--- config.mk ---
export PLATFORM = sky130hd
export DESIGN_NAME = source_text_tokenizer_core_flat
export DESIGN_NICKNAME = d
export VERILOG_FILES = /design/src/stt_pkg.sv /design/src/stt_if.sv /design/src/stt_cfg.sv /design/src/stt_scan.sv /design/src/stt_outq.sv /design/src/source_text_tokenizer_core.sv /design/src/flat_wrapper.sv
export SDC_FILE = /design/constraint.sdc
export NUM_CORES = 1
export LEC_CHECK = 0
export ABC_CLOCK_PERIOD_IN_PS = 13900
export BUFFER_PORTS_ARGS = -buffer_cell sky130_fd_sc_hd__buf_2
export CORE_ASPECT_RATIO = 1.2
export CORE_MARGIN = 2
export CORE_UTILIZATION = 35
export CTS_BUF_LIST = sky130_fd_sc_hd__clkbuf_4 sky130_fd_sc_hd__clkbuf_8
export CTS_CLUSTER_SIZE = 8
export DETAILED_ROUTE_END_ITERATION = 16
export PLACE_DENSITY_LB_ADDON = 0.05
export SYNTH_ARGS = -nofsm -noshare
export SYNTH_HDL_FRONTEND = slang
export SYNTH_SLANG_ARGS = --single-unit
--- constraint.sdc ---
create_clock -name clk -period 13.9 [get_ports clk]
set_input_delay 2.78 -clock clk [delete_from_list [all_inputs] [get_ports clk]]
set_output_delay 2.78 -clock clk [all_outputs]
set_load 0.02 [all_outputs]
--- src/stt_pkg.sv ---
`timescale 1ns / 1ps
// ----------------------------------------------------------------------------
// stt_pkg: shared types, constants and helpers of the source text tokenizer
// Character classes, token class codes, scanner modes and the word types
// that travel between the scanner, the result queue and the register block.
// ----------------------------------------------------------------------------
package stt_pkg;

	// field widths
	localparam int CHAR_W        = 8;
	localparam int CLASS_W       = 6;
	localparam int LINE_FIELD_W  = 20;
	localparam int LINE_BITS_DEF = 20;

	// register port
	localparam int CFG_ADDR_W = 3;
	localparam int CFG_DATA_W = 32;
	localparam logic [CFG_ADDR_W-3:0] REG_FIRST_LINE = '0;
	localparam logic [LINE_FIELD_W-1:0] FIRST_LINE_RESET = 20'd1;

	// result queue
	localparam int OUTQ_DEPTH = 4;
	localparam int OUTQ_PTR_W = $clog2(OUTQ_DEPTH);
	localparam int OUTQ_CNT_W = $clog2(OUTQ_DEPTH + 1);

	// keyword tracking
	localparam logic [2:0] KW_LEN  = 3'd6;
	localparam logic [2:0] KW_DEAD = 3'd7;

	// special characters
	localparam logic [CHAR_W-1:0] CH_SPACE  = 8'h20;
	localparam logic [CHAR_W-1:0] CH_TAB    = 8'h09;
	localparam logic [CHAR_W-1:0] CH_NL     = 8'h0A;
	localparam logic [CHAR_W-1:0] CH_QUOTE  = 8'h22;
	localparam logic [CHAR_W-1:0] CH_BSLASH = 8'h5C;
	localparam logic [CHAR_W-1:0] CH_DOT    = 8'h2E;
	localparam logic [CHAR_W-1:0] CH_ESC_N  = 8'h6E;
	localparam logic [CHAR_W-1:0] CH_ESC_T  = 8'h74;

	typedef enum logic [2:0] {
		MODE_IDLE,
		MODE_NUM,
		MODE_IDENT,
		MODE_OPER,
		MODE_STR,
		MODE_ESC
	} mode_t;

	typedef enum logic [CLASS_W-1:0] {
		CLS_UNKNOWN, CLS_INT, CLS_FLOAT, CLS_STRING,
		CLS_PLUS, CLS_INC, CLS_PLUS_EQ,
		CLS_MINUS, CLS_DEC, CLS_MINUS_EQ, CLS_ARROW,
		CLS_STAR, CLS_STAR_EQ, CLS_SLASH, CLS_SLASH_EQ,
		CLS_PCT, CLS_PCT_EQ, CLS_AMP, CLS_AMP_EQ,
		CLS_BAR, CLS_BAR_EQ, CLS_CARET, CLS_COLON, CLS_SCOPE,
		CLS_LBRACE, CLS_RBRACE, CLS_LPAREN, CLS_RPAREN,
		CLS_LBRACK, CLS_RBRACK, CLS_DOT, CLS_SEMI, CLS_COMMA,
		CLS_STRUCT, CLS_IDENT
	} token_class_t;

	typedef struct packed {
		logic [CHAR_W-1:0]       out_char;
		logic                    char_valid;
		logic                    last_of_token;
		logic [CLASS_W-1:0]      token_class;
		logic [LINE_FIELD_W-1:0] line_number;
	} result_t;

	// up to two result words per source word
	typedef struct packed {
		logic    en0;
		logic    en1;
		result_t item0;
		result_t item1;
	} push_t;

	typedef struct packed {
		logic                    load;
		logic [LINE_FIELD_W-1:0] load_value;
		logic [LINE_FIELD_W-1:0] first_line;
	} cfg_t;

	function automatic logic is_digit(logic [CHAR_W-1:0] c);
		return (c >= "0") && (c <= "9");
	endfunction

	function automatic logic is_alpha(logic [CHAR_W-1:0] c);
		return ((c >= "a") && (c <= "z")) || ((c >= "A") && (c <= "Z"));
	endfunction

	function automatic logic needs_lookahead(logic [CHAR_W-1:0] c);
		return (c == "+") || (c == "-") || (c == "*") || (c == "/") ||
			(c == "%") || (c == "&") || (c == "|") || (c == ":");
	endfunction

	function automatic token_class_t single_class(logic [CHAR_W-1:0] c);
		token_class_t cls;
		case (c)
			"+": cls = CLS_PLUS;
			"-": cls = CLS_MINUS;
			"*": cls = CLS_STAR;
			"/": cls = CLS_SLASH;
			"%": cls = CLS_PCT;
			"&": cls = CLS_AMP;
			"|": cls = CLS_BAR;
			"^": cls = CLS_CARET;
			":": cls = CLS_COLON;
			"{": cls = CLS_LBRACE;
			"}": cls = CLS_RBRACE;
			"(": cls = CLS_LPAREN;
			")": cls = CLS_RPAREN;
			"[": cls = CLS_LBRACK;
			"]": cls = CLS_RBRACK;
			".": cls = CLS_DOT;
			";": cls = CLS_SEMI;
			",": cls = CLS_COMMA;
			default: cls = CLS_UNKNOWN;
		endcase
		return cls;
	endfunction

	// two-character operator class, unknown when the pair forms none
	function automatic token_class_t pair_class(logic [CHAR_W-1:0] a, logic [CHAR_W-1:0] b);
		token_class_t cls;
		cls = CLS_UNKNOWN;
		case (a)
			"+": begin
				if (b == "+") cls = CLS_INC;
				else if (b == "=") cls = CLS_PLUS_EQ;
			end
			"-": begin
				if (b == "-") cls = CLS_DEC;
				else if (b == "=") cls = CLS_MINUS_EQ;
				else if (b == ">") cls = CLS_ARROW;
			end
			"*": if (b == "=") cls = CLS_STAR_EQ;
			"/": if (b == "=") cls = CLS_SLASH_EQ;
			"%": if (b == "=") cls = CLS_PCT_EQ;
			"&": if (b == "=") cls = CLS_AMP_EQ;
			"|": if (b == "=") cls = CLS_BAR_EQ;
			":": if (b == ":") cls = CLS_SCOPE;
			default: cls = CLS_UNKNOWN;
		endcase
		return cls;
	endfunction

	// letters of the keyword "struct"
	function automatic logic [CHAR_W-1:0] kw_char(logic [2:0] idx);
		logic [CHAR_W-1:0] ch;
		case (idx)
			3'd0: ch = "s";
			3'd1: ch = "t";
			3'd2: ch = "r";
			3'd3: ch = "u";
			3'd4: ch = "c";
			3'd5: ch = "t";
			default: ch = 8'h00;
		endcase
		return ch;
	endfunction

endpackage

--- src/stt_if.sv ---
`timescale 1ns / 1ps
// ----------------------------------------------------------------------------
// stt_if: stream channels of the tokenizer
// Source byte channel and token result channel, valid/ready handshake.
// ----------------------------------------------------------------------------
interface stt_in_if;
	logic                      valid;
	logic                      ready;
	logic [stt_pkg::CHAR_W-1:0] in_char;
	logic                      end_of_input;

	modport source (output valid, output in_char, output end_of_input, input ready);
	modport sink (input valid, input in_char, input end_of_input, output ready);
endinterface

interface stt_out_if;
	logic                            valid;
	logic                            ready;
	logic [stt_pkg::CHAR_W-1:0]       out_char;
	logic                            char_valid;
	logic                            last_of_token;
	logic [stt_pkg::CLASS_W-1:0]      token_class;
	logic [stt_pkg::LINE_FIELD_W-1:0] line_number;

	modport source (output valid, output out_char, output char_valid, output last_of_token,
		output token_class, output line_number, input ready);
	modport sink (input valid, input out_char, input char_valid, input last_of_token,
		input token_class, input line_number, output ready);
endinterface

--- src/stt_cfg.sv ---
`timescale 1ns / 1ps
// ----------------------------------------------------------------------------
// stt_cfg: register block
// APB-style access to the first_line register; flags a write so the
// scanner can load its line counter in the same cycle.
// ----------------------------------------------------------------------------
module stt_cfg (
	input  logic                               clk,
	input  logic                               arst_n,
	input  logic                               psel,
	input  logic                               penable,
	input  logic                               pwrite,
	input  logic [stt_pkg::CFG_ADDR_W-1:0]     paddr,
	input  logic [stt_pkg::CFG_DATA_W-1:0]     pwdata,
	output logic [stt_pkg::CFG_DATA_W-1:0]     prdata,
	output logic                               pready,
	output stt_pkg::cfg_t                      cfg
);
	import stt_pkg::*;

	logic [LINE_FIELD_W-1:0] first_line_q;
	logic                    hit;
	logic                    wr;

	// decode the register index from the word address
	assign hit   = (paddr[CFG_ADDR_W-1:2] == REG_FIRST_LINE);
	assign wr    = psel && penable && pwrite && pready;
	assign pready = 1'b1;

	// hold the register
	always_ff @(posedge clk or negedge arst_n) begin
		if (!arst_n) begin
			first_line_q <= FIRST_LINE_RESET;
		end else if (wr && hit) begin
			first_line_q <= pwdata[LINE_FIELD_W-1:0];
		end
	end

	// read back
	always_comb begin
		prdata = '0;
		if (hit) begin
			prdata = CFG_DATA_W'(first_line_q);
		end
	end

	assign cfg.load       = wr && hit;
	assign cfg.load_value = pwdata[LINE_FIELD_W-1:0];
	assign cfg.first_line = first_line_q;

endmodule

--- src/stt_scan.sv ---
`timescale 1ns / 1ps
// ----------------------------------------------------------------------------
// stt_scan: input register and scanner
// Registers one source word, then runs one scanner step on it and hands
// up to two result words to the result queue.
// ----------------------------------------------------------------------------
module stt_scan #(
	parameter int LINE_BITS = stt_pkg::LINE_BITS_DEF
) (
	input  logic           clk,
	input  logic           arst_n,
	stt_in_if.sink         source,
	input  stt_pkg::cfg_t  cfg,
	input  logic           room,
	output stt_pkg::push_t push
);
	import stt_pkg::*;

	// input stage
	logic              v_s1;
	logic [CHAR_W-1:0] char_s1;
	logic              eoi_s1;
	logic              adv;

	// scanner state
	mode_t             mode_q, mode_d;
	logic [CHAR_W-1:0] held_q, held_d;
	logic              hv_q, hv_d;
	logic              saw_q, saw_d;
	logic [2:0]        kw_q, kw_d;
	logic [LINE_BITS-1:0] line_q, line_d;

	// step outputs
	logic              e0, es, do_start;
	result_t           r0, rs;
	logic [31:0]       line_wide;
	logic [LINE_FIELD_W-1:0] line_out;
	logic [CHAR_W-1:0] c, esc_c;
	token_class_t      pc;

	function automatic result_t mk(logic [CHAR_W-1:0] ch, logic v, logic l,
			token_class_t cls, logic [LINE_FIELD_W-1:0] ln);
		result_t r;
		r.out_char      = ch;
		r.char_valid    = v;
		r.last_of_token = l;
		r.token_class   = cls;
		r.line_number   = ln;
		return r;
	endfunction

	assign source.ready = !v_s1 || room;
	assign adv          = v_s1 && room;

	// hold the input word
	always_ff @(posedge clk or negedge arst_n) begin
		if (!arst_n) begin
			v_s1 <= 1'b0;
		end else if (source.ready) begin
			v_s1 <= source.valid;
		end
	end

	always_ff @(posedge clk) begin
		if (source.ready && source.valid) begin
			char_s1 <= source.in_char;
			eoi_s1  <= source.end_of_input;
		end
	end

	// state register
	always_ff @(posedge clk or negedge arst_n) begin
		if (!arst_n) begin
			mode_q <= MODE_IDLE;
			held_q <= '0;
			hv_q   <= 1'b0;
			saw_q  <= 1'b0;
			kw_q   <= '0;
			line_q <= LINE_BITS'(FIRST_LINE_RESET);
		end else if (cfg.load) begin
			line_q <= LINE_BITS'(cfg.load_value);
		end else if (adv) begin
			mode_q <= mode_d;
			held_q <= held_d;
			hv_q   <= hv_d;
			saw_q  <= saw_d;
			kw_q   <= kw_d;
			line_q <= line_d;
		end
	end

	assign line_wide = 32'(line_q);
	assign line_out  = line_wide[LINE_FIELD_W-1:0];
	assign c         = char_s1;
	assign pc        = pair_class(held_q, c);
	assign esc_c     = (c == CH_ESC_N) ? CH_NL : (c == CH_ESC_T) ? CH_TAB : c;

	// next state and result words for one source word
	always_comb begin
		mode_d   = mode_q;
		held_d   = held_q;
		hv_d     = hv_q;
		saw_d    = saw_q;
		kw_d     = kw_q;
		line_d   = line_q;
		e0       = 1'b0;
		r0       = '0;
		es       = 1'b0;
		rs       = '0;
		do_start = 1'b0;

		if (eoi_s1) begin
			// flush the pending token and rewind the line count
			unique case (mode_q)
				MODE_NUM: begin
					e0 = 1'b1;
					r0 = mk(held_q, 1'b1, 1'b1, saw_q ? CLS_FLOAT : CLS_INT, line_out);
				end
				MODE_IDENT: begin
					e0 = 1'b1;
					r0 = mk(held_q, 1'b1, 1'b1, (kw_q == KW_LEN) ? CLS_STRUCT : CLS_IDENT,
						line_out);
				end
				MODE_OPER: begin
					e0 = 1'b1;
					r0 = mk(held_q, 1'b1, 1'b1, single_class(held_q), line_out);
				end
				MODE_STR, MODE_ESC: begin
					e0 = 1'b1;
					r0 = hv_q ? mk(held_q, 1'b1, 1'b1, CLS_STRING, line_out)
						: mk('0, 1'b0, 1'b1, CLS_STRING, line_out);
				end
				default: begin
				end
			endcase
			mode_d = MODE_IDLE;
			hv_d   = 1'b0;
			line_d = LINE_BITS'(cfg.first_line);
		end else begin
			unique case (mode_q)
				MODE_NUM: begin
					e0 = 1'b1;
					if (is_digit(c) || (c == CH_DOT)) begin
						r0     = mk(held_q, 1'b1, 1'b0, CLS_UNKNOWN, line_out);
						held_d = c;
						if (c == CH_DOT) saw_d = 1'b1;
					end else begin
						r0       = mk(held_q, 1'b1, 1'b1, saw_q ? CLS_FLOAT : CLS_INT,
							line_out);
						mode_d   = MODE_IDLE;
						hv_d     = 1'b0;
						do_start = 1'b1;
					end
				end
				MODE_IDENT: begin
					e0 = 1'b1;
					if (is_alpha(c) || is_digit(c)) begin
						r0     = mk(held_q, 1'b1, 1'b0, CLS_UNKNOWN, line_out);
						held_d = c;
						kw_d   = ((kw_q < KW_LEN) && (c == kw_char(kw_q))) ? kw_q + 3'd1
							: KW_DEAD;
					end else begin
						r0 = mk(held_q, 1'b1, 1'b1,
							(kw_q == KW_LEN) ? CLS_STRUCT : CLS_IDENT, line_out);
						mode_d   = MODE_IDLE;
						hv_d     = 1'b0;
						do_start = 1'b1;
					end
				end
				MODE_OPER: begin
					e0     = 1'b1;
					mode_d = MODE_IDLE;
					hv_d   = 1'b0;
					if (pc != CLS_UNKNOWN) begin
						// two-character operator closes here
						r0 = mk(held_q, 1'b1, 1'b0, CLS_UNKNOWN, line_out);
						es = 1'b1;
						rs = mk(c, 1'b1, 1'b1, pc, line_out);
					end else begin
						r0       = mk(held_q, 1'b1, 1'b1, single_class(held_q), line_out);
						do_start = 1'b1;
					end
				end
				MODE_STR: begin
					if (c == CH_QUOTE) begin
						e0 = 1'b1;
						r0 = hv_q ? mk(held_q, 1'b1, 1'b1, CLS_STRING, line_out)
							: mk('0, 1'b0, 1'b1, CLS_STRING, line_out);
						mode_d = MODE_IDLE;
						hv_d   = 1'b0;
					end else if (c == CH_BSLASH) begin
						mode_d = MODE_ESC;
					end else begin
						e0     = hv_q;
						r0     = mk(held_q, 1'b1, 1'b0, CLS_UNKNOWN, line_out);
						held_d = c;
						hv_d   = 1'b1;
					end
				end
				MODE_ESC: begin
					e0     = hv_q;
					r0     = mk(held_q, 1'b1, 1'b0, CLS_UNKNOWN, line_out);
					held_d = esc_c;
					hv_d   = 1'b1;
					mode_d = MODE_STR;
				end
				default: begin
					mode_d   = MODE_IDLE;
					do_start = 1'b1;
				end
			endcase
		end

		// open a new token with the current byte
		if (do_start) begin
			if ((c == CH_SPACE) || (c == CH_TAB)) begin
			end else if (c == CH_NL) begin
				line_d = line_q + LINE_BITS'(1);
			end else if (is_digit(c)) begin
				mode_d = MODE_NUM;
				held_d = c;
				hv_d   = 1'b1;
				saw_d  = 1'b0;
			end else if (c == CH_QUOTE) begin
				mode_d = MODE_STR;
				hv_d   = 1'b0;
			end else if (needs_lookahead(c)) begin
				mode_d = MODE_OPER;
				held_d = c;
				hv_d   = 1'b1;
			end else if (is_alpha(c)) begin
				mode_d = MODE_IDENT;
				held_d = c;
				hv_d   = 1'b1;
				kw_d   = (c == kw_char(3'd0)) ? 3'd1 : KW_DEAD;
			end else begin
				es = 1'b1;
				rs = mk(c, 1'b1, 1'b1, single_class(c), line_out);
			end
		end
	end

	// pack results into the first free slots
	assign push.en0   = adv && (e0 || es);
	assign push.en1   = adv && e0 && es;
	assign push.item0 = e0 ? r0 : rs;
	assign push.item1 = rs;

endmodule

--- src/stt_outq.sv ---
`timescale 1ns / 1ps
// ----------------------------------------------------------------------------
// stt_outq: result queue
// Small register queue that takes up to two result words a cycle while room is
// high and presents one a cycle on the result channel while it is ready.
// ----------------------------------------------------------------------------
module stt_outq (
	input  logic           clk,
	input  logic           arst_n,
	input  stt_pkg::push_t push,
	output logic           room,
	stt_out_if.source      result
);
	import stt_pkg::*;

	result_t               mem [OUTQ_DEPTH];
	logic [OUTQ_PTR_W-1:0] wp_q;
	logic [OUTQ_PTR_W-1:0] rp_q;
	logic [OUTQ_CNT_W-1:0] cnt_q;
	logic                  pop;
	result_t               head;

	assign pop  = result.valid && result.ready;
	assign room = (cnt_q <= OUTQ_CNT_W'(OUTQ_DEPTH - 2));

	// pointers and fill level
	always_ff @(posedge clk or negedge arst_n) begin
		if (!arst_n) begin
			wp_q  <= '0;
			rp_q  <= '0;
			cnt_q <= '0;
		end else begin
			wp_q  <= wp_q + OUTQ_PTR_W'(push.en0) + OUTQ_PTR_W'(push.en1);
			rp_q  <= rp_q + OUTQ_PTR_W'(pop);
			cnt_q <= cnt_q + OUTQ_CNT_W'(push.en0) + OUTQ_CNT_W'(push.en1)
				- OUTQ_CNT_W'(pop);
		end
	end

	// store incoming words
	always_ff @(posedge clk) begin
		if (push.en0) begin
			mem[wp_q] <= push.item0;
		end
		if (push.en1) begin
			mem[wp_q + OUTQ_PTR_W'(1)] <= push.item1;
		end
	end

	assign head                 = mem[rp_q];
	assign result.valid         = (cnt_q != '0);
	assign result.out_char      = head.out_char;
	assign result.char_valid    = head.char_valid;
	assign result.last_of_token = head.last_of_token;
	assign result.token_class   = head.token_class;
	assign result.line_number   = head.line_number;

endmodule

--- src/source_text_tokenizer_core.sv ---
`timescale 1ns / 1ps
// ----------------------------------------------------------------------------
// source_text_tokenizer_core: streaming source text tokenizer
// Takes one source byte per word and emits token characters, the last one
// of each token tagged with its class and line number.
// ----------------------------------------------------------------------------
//
//  channel   dir   handshake        payload
//  source    in    valid / ready    in_char, end_of_input
//  result    out   valid / ready    out_char, char_valid, last_of_token,
//                                   token_class, line_number
//  apb       in    psel / penable   first_line at byte address 0
//
// One source word per cycle while the queue has room; each yields zero, one or two
// result words, through the input register and a 4-word queue.
// The queue drains at most one word a cycle, so a run of two-word steps slows intake.
// Reset clears the scanner to idle, the queue to empty, first_line to 1.
// A stalled result channel fills the queue and then holds source.ready low.
// ----------------------------------------------------------------------------
module source_text_tokenizer_core #(
	parameter int LINE_BITS = stt_pkg::LINE_BITS_DEF
) (
	input  logic                           clk,
	input  logic                           arst_n,
	stt_in_if.sink                         source,
	stt_out_if.source                      result,
	input  logic                           psel,
	input  logic                           penable,
	input  logic                           pwrite,
	input  logic [stt_pkg::CFG_ADDR_W-1:0] paddr,
	input  logic [stt_pkg::CFG_DATA_W-1:0] pwdata,
	output logic [stt_pkg::CFG_DATA_W-1:0] prdata,
	output logic                           pready
);
	import stt_pkg::*;

	cfg_t  cfg;
	push_t push;
	logic  room;

	stt_cfg u_cfg (
		.clk     (clk),
		.arst_n  (arst_n),
		.psel    (psel),
		.penable (penable),
		.pwrite  (pwrite),
		.paddr   (paddr),
		.pwdata  (pwdata),
		.prdata  (prdata),
		.pready  (pready),
		.cfg     (cfg)
	);

	stt_scan #(
		.LINE_BITS (LINE_BITS)
	) u_scan (
		.clk    (clk),
		.arst_n (arst_n),
		.source (source),
		.cfg    (cfg),
		.room   (room),
		.push   (push)
	);

	stt_outq u_outq (
		.clk    (clk),
		.arst_n (arst_n),
		.push   (push),
		.room   (room),
		.result (result)
	);

endmodule

--- src/flat_wrapper.sv ---
// flat-port wrapper written by rule: the top's interface ports become plain ports
module source_text_tokenizer_core_flat import stt_pkg::*;
#(
	parameter int LINE_BITS = stt_pkg::LINE_BITS_DEF
)
  (clk, arst_n, psel, penable, pwrite, paddr, pwdata, prdata, pready, source_valid, source_in_char, source_end_of_input, source_ready, result_valid, result_out_char, result_char_valid, result_last_of_token, result_token_class, result_line_number, result_ready);
  stt_in_if source_i ();
  stt_out_if result_i ();
  input  logic clk;
  input  logic arst_n;
  input  logic psel;
  input  logic penable;
  input  logic pwrite;
  input  logic [stt_pkg::CFG_ADDR_W-1:0] paddr;
  input  logic [stt_pkg::CFG_DATA_W-1:0] pwdata;
  output logic [stt_pkg::CFG_DATA_W-1:0] prdata;
  output logic pready;
  input wire logic [$bits(source_i.valid)-1:0] source_valid;
  input wire logic [$bits(source_i.in_char)-1:0] source_in_char;
  input wire logic [$bits(source_i.end_of_input)-1:0] source_end_of_input;
  output wire logic [$bits(source_i.ready)-1:0] source_ready;
  output wire logic [$bits(result_i.valid)-1:0] result_valid;
  output wire logic [$bits(result_i.out_char)-1:0] result_out_char;
  output wire logic [$bits(result_i.char_valid)-1:0] result_char_valid;
  output wire logic [$bits(result_i.last_of_token)-1:0] result_last_of_token;
  output wire logic [$bits(result_i.token_class)-1:0] result_token_class;
  output wire logic [$bits(result_i.line_number)-1:0] result_line_number;
  input wire logic [$bits(result_i.ready)-1:0] result_ready;
  assign source_i.valid = source_valid;
  assign source_i.in_char = source_in_char;
  assign source_i.end_of_input = source_end_of_input;
  assign source_ready = source_i.ready;
  assign result_valid = result_i.valid;
  assign result_out_char = result_i.out_char;
  assign result_char_valid = result_i.char_valid;
  assign result_last_of_token = result_i.last_of_token;
  assign result_token_class = result_i.token_class;
  assign result_line_number = result_i.line_number;
  assign result_i.ready = result_ready;
  source_text_tokenizer_core #(.LINE_BITS(LINE_BITS)) u_core (.clk(clk), .arst_n(arst_n), .source(source_i), .result(result_i), .psel(psel), .penable(penable), .pwrite(pwrite), .paddr(paddr), .pwdata(pwdata), .prdata(prdata), .pready(pready));
endmodule
==> results.md, run 1 <==
- PD cells: 236 nW/µm²
- Final Util: 0.398
- Final Routed Wirelength: 39,900 µm
- Leak Pwr: 5.42 nW
- Largest cells by area after synthesis: edfxtp_1, dfrtp_1, mux4_2
- Max incr delay on CP: 330 ps
- Status: complete, no violations
- Slew Viols, Final: 0
- Clock slew at reported path FFs: 60 ps
- DRC Markers: 0
- First-pass GRT wire length: 60,900 µm
- Slew headroom: 0.221
- Primary FF master, synth: edfxtp_1
- H-tree depth: 2
- Clk sinks: 217
- Dpl cells: 1,708
- Overflow after GRT: 0
- Die area: 38,400 µm²
- Die W: 179 µm
- Antenna-violating nets left: 0
- CP Cell Sequence: buf_2 > nor2b_1 > buf_2
- Clk_skew: 20.3 ps
- Slowest CP cell: buf_2
- Fmax achieved: 163 MHz
- Buf/Inv on CP: 2
- Startpoint types: input pin
- Row count: 77
- IO Pins: 122
- Fin crit share: 0.443
- Ant. Diodes: 0
- Post-synth EDFFs: 153
- Via density: 5.66
- CP required: 11,120 ps
- Core area: 36,600 µm²
- Pin count of the biggest net entering global routing: 65
- Max Buffers Root-to-Sink: 3
- Setup crit end kind: output pin
- Least-Margin Pin Slew: 1170 ps
- Post-DR wirelength/cell: 22.4 µm
- Root Driver: clkbuf_8
- Finished layout cell area: 14,600 µm²
- CP arrival: 3370 ps
- Initial core utilization: 0.352
- Fraction of registers with async set/reset: 0.295
- All-layer global routing usage: 0.207
- Met1 global-route usage: 0.253
- Synth top area share: 0.356
- Worst Hold Launch: u_core.u_cfg.first_line_q[0]
- Crit path max fanout: 22
- Post-synth cell types: 88
- Vias: 10,100
- Layout Cells excl Fill: 1,783
- Placed Area: 13,700 µm²
- Post-DP HPWL: 26,200 µm
- CTS tree: done
- Fillers: 3,672
- Syn-to-layout area delta: 13.1%
- GR met3 Demand/Resource: 0.0307
- Peak supply drop: 0.0938 mV
- Worst path most repeated cell: buf_2
- Cts hold-fix bufs: 0
- Die Y-Extent: 214 µm
- Nets: 1,343
- Grt met2 use: 0.369
- Post-CTS Resized: 0
- DRT Pass-1 Iters: 6
- Warnings from Yosys: 0
- Post-synth top area cell: edfxtp_1
- Syn avg cell area: 10.7 µm²
- Final hold vios: 0
- Vias in the first global route: 10,100
- Gpl congestion: 0.882
- Post-CTS setup buffers: 0
- Total CTS buffers: 42
- Delay-heaviest family, CP: buffers and inverters
- Crit path from: paddr[2]
- Sequential share of the synthesized area: 0.480
- I/O Buffers: 94
- Min Tclk post-route: 6150 ps
- RSZ-0062 raised after global routing: no
- Antenna violations before repair: 0
- Critical path class: input pin to output pin
- Worst hold slack: 474 ps
- HP Class: flip-flop to flip-flop
- Max-cap viol count: 0
- Synthesized cell area: 12,900 µm²
- Fin Setup TNS: 0 ps
- GRT busiest layer: met2
- Gate count of the mapped netlist: 1,210
- Iteration-0 DRC Markers: 658
- FF+latch count, synth: 217
- Layout cell share with drive strength beyond 1: 0.202
- Clock latency reported for the late side of the worst-skew pair: 590 ps
- Reg-to-reg startpoint: u_core.u_scan.c[5]
- Final setup viols: 0
## cell families after synthesis
| family | share of synthesized area |
|---|---|
| AOI/OAI and AO/OA | 0.171 |
| xor gates and xnor gates | 0.0109 |
| adders and majority gates | 0.0153 |
| buffers and inverters | 0.0442 |
| DFF | 0.480 |
| muxes | 0.0731 |
| other | 0.000582 |
| and+or+nand+nor | 0.204 |
## power breakdown
part	switching, W	total, W	internal [W]
logic	0.000994	0.00159	0.000598
registers	0.000224	0.00120	0.000980
clock network	0.000293	0.000648	0.000355
## per-stage QoR
| step | worst slack, ps | power, W |
|---|---|---|
| after detailed placement | 7730 | 0.00284 |
| after floorplan | 7830 | 0.00228 |
| after CTS | 7730 | 0.00350 |
| final | 7750 | 0.00344 |
| after global routing | 7670 | 0.00368 |
| after global placement | 7740 | 0.00282 |
## worst reg2reg max path, stage by stage, from the launching register on
cell       delay (ps)
edfxtp_1          780
nor4b_2           720
and3_1            540
nor4_1            230
o31a_1            420
o2111ai_2         930
nand2_1           810
and2_1            420
## cells in the mapped netlist (all sizes together), types with 8 or more instances
master,instances
edfxtp,153
nand2,140
and2,95
clkbuf,67
dfrtp,62
nor2,52
o21ai,52
a21oi,48
buf,40
mux4,36
a32o,35
nor2b,33
nand3,32
inv,22
nor3,21
o211ai,20
a31oi,17
nand3b,15
nand4,14
a22oi,13
nand2b,13
and3,12
ha,11
mux2i,11
o22ai,11
a211oi,10
or3,9
nor3b,8
nor4,8
o2bb2ai,8
xnor2,8
xor2,8
## area by class of cell
cell class,instances,area (µm²),share of cell area
clock buffer,58,717,0.0491
timing repair buffer,120,668,0.0458
inverter,22,82.6,0.00566
multi-input combinational,875,6200,0.425
clock inverter,17,121,0.00832
tap,474,593,0.0407
sequential,217,6200,0.425
## layer usage
metal  routed length, µm  vias up
li1                    -     4737
met1               16100     4997
met2               21000      275
met3                1690       74
met4                1150        0
met5                   0        -
## registers in the layout, summed over array words and instances (netlist names), 3 cells and up
| register | flops |
|---|---|
| u_core.u_scan.line_out | 20 |
| u_core.u_scan.kw_q | 3 |
| u_core.u_scan.mode_q | 3 |
| u_core.u_cfg.first_line_q | 20 |
| u_core.u_outq.mem | 144 |
| u_core.u_outq.cnt_q | 3 |
| u_core.u_scan.c | 8 |
| u_core.u_scan.held_q | 8 |
## cells in the final DEF (no fill, tap or decap), types with 9 or more instances in the layout
cell type | netlist | final
edfxtp_1 | 153 | 153
nand2_1 | 140 | 140
and2_1 | 93 | 93
buf_2 | 15 | 93
dfrtp_1 | 62 | 60
nor2_1 | 51 | 49
a21oi_1 | 48 | 47
clkbuf_8 | 0 | 45
o21ai_0 | 46 | 44
mux4_2 | 36 | 36
a32o_1 | 35 | 35
nor2b_1 | 33 | 33
nand3_1 | 32 | 32
buf_4 | 14 | 27
inv_1 | 22 | 22
o211ai_1 | 19 | 19
nor3_1 | 19 | 17
a31oi_1 | 17 | 17
nand3b_1 | 15 | 15
nand4_1 | 14 | 14
nand2b_1 | 13 | 13
a22oi_1 | 13 | 13
conb_1 | 2 | 13
clkbuf_4 | 0 | 13
and3_1 | 12 | 12
mux2i_1 | 11 | 11
ha_1 | 11 | 11
o22ai_1 | 10 | 10
a211oi_1 | 9 | 9
## worst paths after layout
check / end / slack [ps] / depth (start not counted)
setup / recovery: prdata[15] / 7750 / 3
hold / removal: u_core.u_cfg.first_line_q[0] / 470 / 2
setup reg to reg: u_core.u_outq.mem[3][4] / 8820 / 7
hold reg to reg: u_core.u_cfg.first_line_q[0] / 470 / 2
max in group asynchronous: u_core.u_outq.rp_q[1] / 10940 / 1
min in group asynchronous: u_core.u_cfg.first_line_q[5] / 2330 / 1
No activity file was read; power rests on OpenSTA's default activity.
==> run 2: changes to the inputs <==
--- a/config.mk
+++ b/config.mk
@@ -5,7 +5,7 @@
 export SDC_FILE = /design/constraint.sdc
 export NUM_CORES = 1
 export LEC_CHECK = 0
-export ABC_CLOCK_PERIOD_IN_PS = 13900
+export ABC_CLOCK_PERIOD_IN_PS = 6400
 export BUFFER_PORTS_ARGS = -buffer_cell sky130_fd_sc_hd__buf_2
 export CORE_ASPECT_RATIO = 1.2
 export CORE_MARGIN = 2
==> constraint.sdc (replaced) <==
create_clock -name clk -period 6.4 [get_ports clk]
set_input_delay 1.28 -clock clk [delete_from_list [all_inputs] [get_ports clk]]
set_output_delay 1.28 -clock clk [all_outputs]
set_load 0.02 [all_outputs]
==> run 2 against run 1 <==
Net effect:
- worst setup slack got worse by 5900 ps
- non-clock buffer count rose by 8
- worst hold slack got worse by 6.9 ps
- core utilization fell by 0.068 points
- combinational power rose by 120%
==> results.md, run 2 (same netlist as run 1, synthesis figures left out) <==
- CP arrival: 4980 ps
- Nets: 1,347
- Iteration-0 DRC Markers: 672
- CTS tree: done
- Die W: 179 µm
- DRC Markers: 0
- Final setup viols: 0
- Setup crit end kind: flip-flop
- Clk_skew: 24.5 ps
- Vias in the first global route: 10,400
- Reg2reg setup slack: 1850 ps
- Core area: 36,600 µm²
- IO Pins: 122
- Post-DR wirelength/cell: 22.5 µm
- CP required: 6830 ps
- Die area: 38,400 µm²
- I/O Buffers: 94
- Overflow after GRT: 0
- Final Routed Wirelength: 40,000 µm
- Die Y-Extent: 214 µm
- Worst Setup EP: u_core.u_outq.cnt_q[2]
- Reg-to-reg startpoint: u_core.u_scan.c[0]
- Footprint of the multi-input gates: 6200 µm²
- Post-CTS setup buffers: 0
- Crit path from: u_core.u_scan.c[0]
- Leak Pwr: 5.41 nW
- Top reg by flops: u_core.u_outq.mem
- Max Buffers Root-to-Sink: 3
- Via density: 5.70
- Worst Reg-to-Reg Cells: 14
- Cts hold-fix bufs: 0
- Critical path class: flip-flop to flip-flop
- Fmax achieved: 220 MHz
- HP Class: flip-flop to flip-flop
- Pin count of the biggest net entering global routing: 65
- Slew Viols, Final: 0
- Clock latency reported for the late side of the worst-skew pair: 560 ps
- First-pass GRT wire length: 61,800 µm
- Clk sinks: 217
- Vias: 10,200
- Finished layout cell area: 14,600 µm²
- Fin crit share: 0.711
- Fillers: 3,724
- Commonest non-fill, non-tap cell in the layout: edfxtp_1
- Final hold vios: 0
- Startpoint types: flip-flop
- Register cell area after layout: 6200 µm²
- Status: complete, no violations
- Peak supply drop: 0.287 mV
- Slew headroom: 0.336
- Worst Hold Depth: 2
- R2R Path End: u_core.u_outq.cnt_q[2]
- Post-CTS Resized: 0
- H-tree depth: 2
- Post-DP HPWL: 26,400 µm
- Most frequent cells in the layout: edfxtp_1, nand2_1, and2_1, buf_2, dfrtp_1
- PD cells: 509 nW/µm²
- RSZ-0062 raised after global routing: no
- Fin Setup TNS: 0 ps
- Root Driver: clkbuf_8
- DRT Pass-1 Iters: 8
- Layout cell share with drive strength beyond 1: 0.204
- Placed Area: 13,800 µm²
- Syn-to-layout area delta: 12.9%
- Largest register FFs: 144
- Row count: 77
- Ant. Diodes: 0
- Antenna-violating nets left: 0
- Crit path max fanout: 30
- All-layer global routing usage: 0.210
- Least-Margin Pin Slew: 996 ps
- Max-cap viol count: 0
- Final setup margin: 1850 ps
- Total CTS buffers: 38
- Setup WS pre-CTS: 1860 ps
- Gpl congestion: 0.856
- Antenna violations before repair: 0
- Clock slew at reported path FFs: 60 ps
- Min Tclk post-route: 4550 ps
- Initial core utilization: 0.352
run 2: cell count changes in the layout (fill, tap and decap cells not counted), sizes merged:
cell,delta
clkinv,-8
bufinv,-1
clkbuf,+1
buf,+8
run 2: how the worst min path moves through the flow:
| stage | start | slack (ps) | to |
|---|---|---|---|
| global route | u_core.u_cfg.first_line_q[8] | 520 | u_core.u_cfg.first_line_q[8] |
| global placement | u_core.u_cfg.first_line_q[0] | 450 | u_core.u_cfg.first_line_q[0] |
| detailed placement | u_core.u_cfg.first_line_q[0] | 460 | u_core.u_cfg.first_line_q[0] |
| CTS | u_core.u_cfg.first_line_q[0] | 470 | u_core.u_cfg.first_line_q[0] |
| finish | u_core.u_cfg.first_line_q[0] | 470 | u_core.u_cfg.first_line_q[0] |
| floorplan | u_core.u_cfg.first_line_q[0] | 440 | u_core.u_cfg.first_line_q[0] |
run 2: area by class of cell:
class / count / area share
clock buffer: 59 / 0.0480
sequential: 217 / 0.426
tap: 474 / 0.0407
clock inverter: 8 / 0.00369
inverter: 22 / 0.00567
timing repair buffer: 128 / 0.0500
multi-input combinational: 875 / 0.426
run 2: metal layers:
layer  global-route usage  up-vias  routed length (µm)
li1                     -     4737                   -
met1                0.259     5059               16400
met2                0.369      289               20800
met3               0.0296       75                1710
met5                    0        -                   0
met4               0.0737        0                1210
run 2: power breakdown:
group / total, W / leakage, nW / internal (W) / switching (W)
combinational: 0.00351 / 2.80 / 0.00134 / 0.00218
sequential: 0.00261 / 2.21 / 0.00213 / 0.000477
clock: 0.00129 / 0.404 / 0.000699 / 0.000588
run 2: critical path, stage by stage (launching register included):
cell and delay, ps:
edfxtp_1 380, buf_4 250, or4_4 570, o22a_1 240, a211oi_2 580, nor3_1 140
buf_4 210, or3_4 350, nand3_1 230, nand2_1 150, ha_1 350, inv_1 40
fa_1 380, fa_1 420, xnor2_1 130
run 2: stage by stage:
step                 util  hold slack, ps  std cells  total power (W)
floorplan               -             444       1221          0.00496
global placement    0.377             454       1716          0.00619
detailed placement  0.377             460       1716          0.00622
CTS                 0.398             471       1783          0.00753
global route        0.398             516       1783          0.00795
finish              0.398             467       1783          0.00741
==> run 3: changes to the inputs <==
--- a/config.mk
+++ b/config.mk
@@ -5,7 +5,7 @@
 export SDC_FILE = /design/constraint.sdc
 export NUM_CORES = 1
 export LEC_CHECK = 0
-export ABC_CLOCK_PERIOD_IN_PS = 6400
+export ABC_CLOCK_PERIOD_IN_PS = 4640
 export BUFFER_PORTS_ARGS = -buffer_cell sky130_fd_sc_hd__buf_2
 export CORE_ASPECT_RATIO = 1.2
 export CORE_MARGIN = 2
==> constraint.sdc (replaced) <==
create_clock -name clk -period 4.64 [get_ports clk]
set_input_delay 0.928 -clock clk [delete_from_list [all_inputs] [get_ports clk]]
set_output_delay 0.928 -clock clk [all_outputs]
set_load 0.02 [all_outputs]
==> run 3 against run 2 <==
Net effect:
- die area unchanged
- register-to-register slack worse by 1500 ps
- flip-flop and latch count stayed put
- worst setup slack got worse by 1500 ps
- core utilization increased by 0.81 points
- via count grew 2.1%
- global-route usage grew 0.39 points
- critical endpoint unchanged
- largest cell class unchanged
- largest power group unchanged
==> results.md, run 3 (same netlist as run 1, synthesis figures left out) <==
- Status: complete, no violations
- Most frequent cells in the layout: edfxtp_1, nand2_1, and2_1, buf_2, buf_4
- PD cells: 705 nW/µm²
- DRC Markers: 0
- Switch share: 0.435
- Post-DP HPWL: 27,800 µm
- Post-CTS setup buffers: 0
- Fin crit share: 0.920
- Die Y-Extent: 214 µm
- Final Routed Wirelength: 40,900 µm
- Slew Viols, Final: 0
- Least-Margin Pin Slew: 1150 ps
- Die W: 179 µm
- Setup WS pre-CTS: 259 ps
- Max Buffers Root-to-Sink: 3
- Critical path class: flip-flop to flip-flop
- Setup crit end kind: flip-flop
- Final setup viols: 0
- Final hold vios: 0
- Iteration-0 DRC Markers: 693
- Layout cell share with drive strength beyond 1: 0.228
- CP required: 5090 ps
- Gate power share: 0.483
- Max incr delay on CP: 630 ps
- Via density: 5.70
- Leak Pwr: 5.60 nW
- CTS tree: done
- Core area: 36,600 µm²
- Layout Cells excl Fill: 1,819
- Post-DR wirelength/cell: 22.5 µm
- Pin count of the biggest net entering global routing: 65
- Ant. Diodes: 0
- Root Driver: clkbuf_8
- Sw Pwr: 0.00455 W
- Vias: 10,400
- Peak supply drop: 0.257 mV
- Buf/Inv on CP: 1
- Nets: 1,387
- Row count: 77
- Crit path max fanout: 16
- CP Cell Sequence: or4_4 > o22ai_2 > o21ai_2 > or4_4 > or3_4 > nand3_1 > nand2_1 > ha_1 > inv_1 > fa_1 > fa_1 > xnor2_1
- First-pass GRT wire length: 62,800 µm
- Antenna violations before repair: 0
- DRT Pass-1 Iters: 6
- Total CTS buffers: 40
- Antenna-violating nets left: 0
- H-tree depth: 2
- Clock power share: 0.175
- Startpoint types: flip-flop
- Die area: 38,400 µm²
- Top reg by flops: u_core.u_outq.mem
- RSZ-0062 raised after global routing: no
- Delay-heaviest family, CP: simple AND/OR/NAND/NOR gates
- Syn-to-layout area delta: 15.2%
- Max-cap viol count: 0
- Clk_skew: 20.1 ps
- All-layer global routing usage: 0.213
- Fillers: 3,678
- Largest register FFs: 144
- Gpl congestion: 0.878
- Overflow after GRT: 0
- Pint: 0.00592 W
- HP Class: flip-flop to flip-flop
- Footprint of the multi-input gates: 6210 µm²
- Min Tclk post-route: 4270 ps
- Clk sinks: 217
- Post-CTS Resized: 0
- Cts hold-fix bufs: 0
- Vias in the first global route: 10,500
- CP arrival: 4710 ps
- Clock latency reported for the late side of the worst-skew pair: 570 ps
- Register cell area after layout: 6200 µm²
- IO Pins: 122
- Initial core utilization: 0.352
- Fmax achieved: 234 MHz
- I/O Buffers: 94
- Commonest non-fill, non-tap cell in the layout: edfxtp_1
- Seq pwr share: 0.343
- Dpl cells: 1,753
- Final setup margin: 371 ps
- Clock slew at reported path FFs: 60 ps
- Slowest CP cell: edfxtp_1
- Slew headroom: 0.229
run 3: cell type report:
class	instances	share of cell area
inverter	22	0.00556
multi-input combinational	876	0.418
tap	474	0.0399
clock buffer	58	0.0466
clock inverter	7	0.00505
timing repair buffer	165	0.0677
sequential	217	0.417
run 3: power groups by stage:
| stage | Clock (W) | Sequential, W | Combinational [W] |
|---|---|---|---|
| final | 0.00183 | 0.00359 | 0.00506 |
| after CTS | 0.00189 | 0.00361 | 0.00511 |
| after detailed placement | 0 | 0.00364 | 0.00509 |
| after global placement | 0 | 0.00363 | 0.00508 |
| after floorplan | 0 | 0.00320 | 0.00364 |
| after global routing | 0.00198 | 0.00368 | 0.00557 |
run 3: worst min-delay path, stage by stage (launching register included):
cell	delay, ps
dfstp_2	370
nand2_1	50
nand2_1	50
run 3: path summary, 6_finish.rpt:
kind                                                    from                           end  slack [ps]  cells past startpoint
worst max-delay path                      u_core.u_scan.c[1]        u_core.u_outq.cnt_q[2]         370                     12
max in group asynchronous                             arst_n         u_core.u_outq.rp_q[1]        3510                      1
worst min register to register  u_core.u_cfg.first_line_q[0]  u_core.u_cfg.first_line_q[0]         470                      2
min in group asynchronous                             arst_n  u_core.u_cfg.first_line_q[7]         500                      1
worst min-delay path            u_core.u_cfg.first_line_q[0]  u_core.u_cfg.first_line_q[0]         470                      2
worst max register to register            u_core.u_scan.c[1]        u_core.u_outq.cnt_q[2]         370                     12
run 3: layer usage:
layer  track usage  part of all wire  vias to the layer above
met3        0.0328             0.041                       67
met4        0.0699             0.029                        0
met5             0                 0                        -
met1         0.262              0.40                     5235
met2         0.379              0.53                      270
li1              -                 -                     4804
run 3: stage by stage:
| stage | total power, W | setup TNS (ps) | util | hold slack [ps] | cell area [µm²] |
|---|---|---|---|---|---|
| 2_1_floorplan | 0.00684 | -50020 | - | 444 | 12900 |
| 3_3_place_gp | 0.00871 | 0 | 0.385 | 454 | 14100 |
| 3_5_place_dp | 0.00874 | 0 | 0.385 | 468 | 14100 |
| 4_1_cts | 0.0106 | 0 | 0.406 | 477 | 14900 |
| 5_1_grt | 0.0112 | 0 | 0.406 | 487 | 14900 |
| 6_report | 0.0105 | 0 | 0.406 | 473 | 14900 |
